[config.mk]
export PLATFORM = sky130hd
export DESIGN_NAME = ecnp_ctrl
export DESIGN_NICKNAME = d
export VERILOG_FILES = /design/src/sv/ecnp_pkg.sv /design/src/sv/ecnp_ctrl.sv
export SDC_FILE = /design/constraint.sdc
export NUM_CORES = 1
export LEC_CHECK = 0
export ABC_AREA = 1
export BUFFER_PORTS_ARGS = -buffer_cell sky130_fd_sc_hd__buf_2
export CORE_AREA = 3 3 40 42
export CTS_CLUSTER_DIAMETER = 40
export DETAILED_ROUTE_END_ITERATION = 6
export DIE_AREA = 0 0 43 45
export PLACE_DENSITY = 0.6
export SLEW_MARGIN = 20
export SYNTH_ARGS = -nofsm -noshare
export SYNTH_HDL_FRONTEND = slang
export SYNTH_SLANG_ARGS = --single-unit
export TNS_END_PERCENT = 30
[constraint.sdc]
create_clock -name i_clk -period 1.4 [get_ports i_clk]
set_input_delay 0.07 -clock i_clk [delete_from_list [all_inputs] [get_ports i_clk]]
set_output_delay 0.07 -clock i_clk [all_outputs]
set_load 0.005 [all_outputs]
[src/sv/ecnp_pkg.sv]
// ============================================================================
// ecnp_pkg
// Types and constants shared by the projection block.
// ============================================================================
`default_nettype none

package ecnp_pkg;

    localparam int unsigned MaxALenDefault = 32;
    localparam int unsigned MaxQLenDefault = 32;
    localparam int unsigned StoreDepth     = 32;
    localparam int unsigned IdxW           = 5;
    localparam int unsigned CntW           = 6;
    localparam int unsigned ValW           = 33;
    localparam int unsigned SumW           = 40;
    localparam int unsigned QuoW           = 41;

    typedef struct packed {
        logic        which_vector;
        logic [31:0] elem_value;
        logic        last_item;
    } t_in_word;

    typedef struct packed {
        logic        out_vector;
        logic [4:0]  out_index;
        logic [30:0] out_value;
        logic        last_result;
    } t_out_word;

    typedef enum logic [3:0] {
        S_LOAD,
        S_SUMQ,
        S_PIVOT,
        S_PART,
        S_MUL,
        S_DECIDE,
        S_DIV,
        S_EMIT_RD,
        S_EMIT
    } t_state;

    typedef struct packed {
        logic       load;
        logic       init_run;
        logic       sum_step;
        logic       pick_pivot;
        logic       part_step;
        logic       mul_step;
        logic       decide;
        logic       div_start;
        logic       emit_read;
        logic       emit_show;
        logic       clear_run;
    } t_ctrl;

    typedef struct packed {
        logic       sum_done;
        logic       masks_empty;
        logic       part_done;
        logic       div_done;
        logic       emit_done;
        logic       have_items;
    } t_stat;

endpackage

`default_nettype wire

[src/sv/ecnp_ctrl.sv]
// ============================================================================
// ecnp_ctrl
// Sequencer for loading, threshold search, division and result output.
// ============================================================================
`default_nettype none

module ecnp_ctrl
    import ecnp_pkg::*;
(
    input  wire    i_clk,
    input  wire    i_rst_n,
    input  wire    i_in_valid,
    input  wire    i_last,
    input  wire    i_out_busy,
    input  t_stat  i_stat,
    output logic   o_in_stall,
    output t_ctrl  o_ctrl
);

    t_state r_state, n_state;

    always_ff @(posedge i_clk) begin
        if (!i_rst_n) begin
            r_state <= S_LOAD;
        end else begin
            r_state <= n_state;
        end
    end

    always_comb begin
        n_state = r_state;
        case (r_state)
            S_LOAD: begin
                if (i_in_valid && i_last) begin
                    n_state = S_SUMQ;
                end
            end
            S_SUMQ: begin
                if (i_stat.sum_done) begin
                    n_state = S_PIVOT;
                end
            end
            S_PIVOT: begin
                if (i_stat.masks_empty) begin
                    n_state = S_DIV;
                end else begin
                    n_state = S_PART;
                end
            end
            S_PART: begin
                if (i_stat.part_done) begin
                    n_state = S_MUL;
                end
            end
            S_MUL:    n_state = S_DECIDE;
            S_DECIDE: n_state = S_PIVOT;
            S_DIV: begin
                if (i_stat.div_done) begin
                    n_state = i_stat.have_items ? S_EMIT_RD : S_LOAD;
                end
            end
            S_EMIT_RD: begin
                if (!i_out_busy) begin
                    n_state = S_EMIT;
                end
            end
            S_EMIT: begin
                n_state = i_stat.emit_done ? S_LOAD : S_EMIT_RD;
            end
            default: n_state = S_LOAD;
        endcase
    end

    always_comb begin
        o_ctrl     = '0;
        o_in_stall = 1'b1;
        case (r_state)
            S_LOAD: begin
                o_in_stall    = 1'b0;
                o_ctrl.load   = i_in_valid;
                o_ctrl.init_run = i_in_valid && i_last;
            end
            S_SUMQ:    o_ctrl.sum_step   = 1'b1;
            S_PIVOT: begin
                o_ctrl.pick_pivot = 1'b1;
                o_ctrl.div_start  = i_stat.masks_empty;
            end
            S_PART:    o_ctrl.part_step  = 1'b1;
            S_MUL:     o_ctrl.mul_step   = 1'b1;
            S_DECIDE:  o_ctrl.decide     = 1'b1;
            S_DIV: begin
                o_ctrl.clear_run = i_stat.div_done && !i_stat.have_items;
            end
            S_EMIT_RD: o_ctrl.emit_read  = !i_out_busy;
            S_EMIT: begin
                o_ctrl.emit_show = 1'b1;
                o_ctrl.clear_run = i_stat.emit_done;
            end
            default: ;
        endcase
    end

    assert property (@(posedge i_clk) disable iff (!i_rst_n)
        !o_in_stall |-> (r_state == S_LOAD))
        else $error("input taken outside load phase");
    assert property (@(posedge i_clk) disable iff (!i_rst_n)
        (r_state == S_DECIDE) |=> (r_state == S_PIVOT))
        else $error("decide not followed by pivot");
    assert property (@(posedge i_clk) disable iff (!i_rst_n)
        o_ctrl.emit_show |-> $past(o_ctrl.emit_read))
        else $error("emit without read");

endmodule

`default_nettype wire

==> summary.md <==
| Metric | Value |
|---|---|
| Initial DRC Count | `12` |
| Worst-Margin Slew | `slightly below 200 ps` |
| CP startpoint kind | `flop` |
| Bufs on Longest Clock Path | `2` |
| Nets | `113` |
| Critical path data required time | `around 1300 ps` |
| Hold Path Stages | `2` |
| Initial antenna violation count | `0` |
| Max reg flops | `4` |
| Clock Latency Late Sink | `roughly 240 ps` |
| CTS tree | `done` |
| CTS root buf | `clkbuf_4` |
| Max-slew violations | `0` |
| Peak VDD IR | `between 0.7 and 0.8 mV` |
| Int Power | `480 uW` |
| Largest registers | `r_state (4)` |
| Drt pass-1 iters | `4` |
| Core Area | `1280 um^2` |
| FF+latch count, synth | `4` |
| Fin. Hold Viols | `0` |
| Reg2reg start | `r_state[3]` |
| Vias in the first global route | `445` |
| CTS H-Tree Depth | `1` |
| Syn avg cell area | `5.68 um^2` |
| Crit path DAT | `1210 ps` |
| Setup ws final | `around 120 ps` |
| CP max FO | `6` |
| Antenna Cells | `0` |
| Final Skew | `3.64 ps` |
| FF-to-FF path depth | `10` |
| Die height | `between 40 and 50 um` |
| Syn Nets | `83` |
| Routed WL | `~1.2 mm` |
| Sw Pwr | `421 uW` |
| Worst setup path class | `flop to output pin` |
| Register with the most flip-flops | `r_state` |
| Power share of the clock group | `~16%` |
| Mapped Area | `roughly 410 um^2` |
| Reg-to-reg setup timing slack | `around 180 ps` |
| RSZ-0062 raised after global routing | `true` |
| Period utilization | `approximately nine tenths` |
| Post-route ant nets | `0` |
| Number of synthesis warnings | `0` |
| Max stage delay on crit path | `between 300 and 400 ps` |
| Register area share after synthesis | `approximately a fifth` |
| Global Route Usage Sum | `13.5%` |
| Worst R2R End | `r_state[0]` |
| HP Start | `i_out_busy` |
| First-pass GRT wire length | `1.86 mm` |
| Reg clk slew, reported paths | `about 30 ps` |
| # setup viols final | `0` |
| Run status | `complete, no violations` |
| Power per Cell Area | `between 1000 and 1500 nW/um^2` |
| Sequential power share | `between 20% and 30%` |
| Num CTS Buffers | `3` |
| Worst min path class | `input pin to flop` |
| DIE WIDTH | `43 um` |
| Cell Rows | `13` |
| Max Freq | `between 700 and 800 MHz` |
| Worst hold endpoint | `r_state[3]` |
| Hold Buf Count CTS | `0` |
| Min cycle time layout | `approximately 1300 ps` |
| Post-layout util | `47.1%` |
| Worst-case hold slack | `approximately 20 ps` |
| Pin count of the biggest net entering global routing | `9` |
| Vias per inst | `4.53` |
| Area growth syn-to-layout | `48.0%` |
| Global-route congestion overflow total | `0` |
| Worst path slowest cell | `dfxtp_4` |
| Netlist cell types | `17` |
| Crit-path most repeated cell | `inv_2` |
| Ratio of cells with drive above 1 in the final layout | `roughly 44%` |
| GP Congestion | `~0.8` |
| Worst path cell trace | `inv_2 -> nand2_2 -> inv_2 -> nand2_1 -> o32ai_2 -> buf_2` |
| Critical Path End Type | `output pin` |
| Drc violations | `0` |
| Die area | `1940 um^2` |
| Comb pwr share | `slightly above 60%` |
| Switching Share | `46.7%` |
| HPWL after DPL | `roughly 920 um` |
| Num ports | `23` |
| P_leak | `approximately 0.00038 uW` |
| Vias | `521` |
| Most frequent cells in the layout | `buf_2, inv_1, nand2_1` |
| Max-Cap Viols | `0` |
| Sink Count | `4` |
| Worst slew margin | `87.1%` |
| Starting Density | `about a third` |
| Synth Instances | `between 70 and 80` |
| Place WS | `168 ps` |
| # port buffers | `22` |
| Wirelength per Cell | `around 10 um` |
| Most common cell after layout, fill and taps aside | `buf_2` |
## worst max-delay path by stage
stage                 endpoint  cells past startpoint       start
detailed placement  r_state[0]                      9  r_state[3]
global placement    r_state[0]                      9  r_state[3]
floorplan           r_state[2]                      9  r_state[3]
global route         o_ctrl[0]                      6  r_state[3]
CTS                  o_ctrl[0]                      6  r_state[3]
finish               o_ctrl[0]                      6  r_state[3]
## routing by layer
metal	up-vias	track usage, %	wire length, um
met2	17	21.9	560
met4	0	3.61	0
li1	276	-	-
met3	0	7.17	81
met5	-	0	0
met1	228	15.6	510
## cells in the mapped netlist
master	number	area share [%]
nor2_1	11	10
nor2_2	2	3.1
dfxtp_1	4	20
nand2_2	2	3.1
nand2_1	15	14
a21oi_1	1	1.2
nand3_2	2	4.9
nor3_1	1	1.2
nand4_1	1	1.5
nor3b_1	1	1.8
nand3_1	8	9.8
o21ai_0	1	1.2
inv_2	2	1.8
o32ai_1	1	2.1
inv_1	16	15
nor2_4	3	8.3
nand3b_1	1	1.8
## timing repair
item	CTS	global route
pin swaps	1	0
setup endpoints to repair	1	4
resized for setup	0	8
buffers inserted	1	2
## power groups by stage
stage | sequential [uW] | combinational (uW) | clock, uW
CTS | 191 | 520 | 149
finish | 207 | 550 | 144
global route | 214 | 623 | 167
detailed placement | 193 | 503 | 0
global placement | 192 | 503 | 0
floorplan | 187 | 355 | 0
## critical path, delay by kind of cell, from the launching register on
kind                   cells  cell delay, ps
buffers and inverters      3             290
and+or+nand+nor            2             130
AOI/OAI and AO/OA          1             190
DFF                        1             360
## layout make-up
cell class,count,area (um^2)
inverters,18,67.6
repair buffers,25,133
fillers,137,679
flip-flops and latches,4,90.1
clock buffers,3,22.5
well taps,15,18.8
multi-input cells,50,274
## per-stage QoR
stage	cell area (um^2)	cells	setup TNS [ps]	power [uW]
after floorplan	409	72	0	542
after global placement	538	109	0	695
after detailed placement	538	109	0	696
after CTS	568	113	0	860
after global routing	606	115	-8.21	1000
final	606	115	0	901
## cell families after synthesis
kind of cell / synth area share (%)
AOI/OAI and AO/OA: 4.59
DFF: 19.6
buffers and inverters: 16.5
and+or+nand+nor: 59.3
Note: power is estimated with default switching activity, not from simulation.
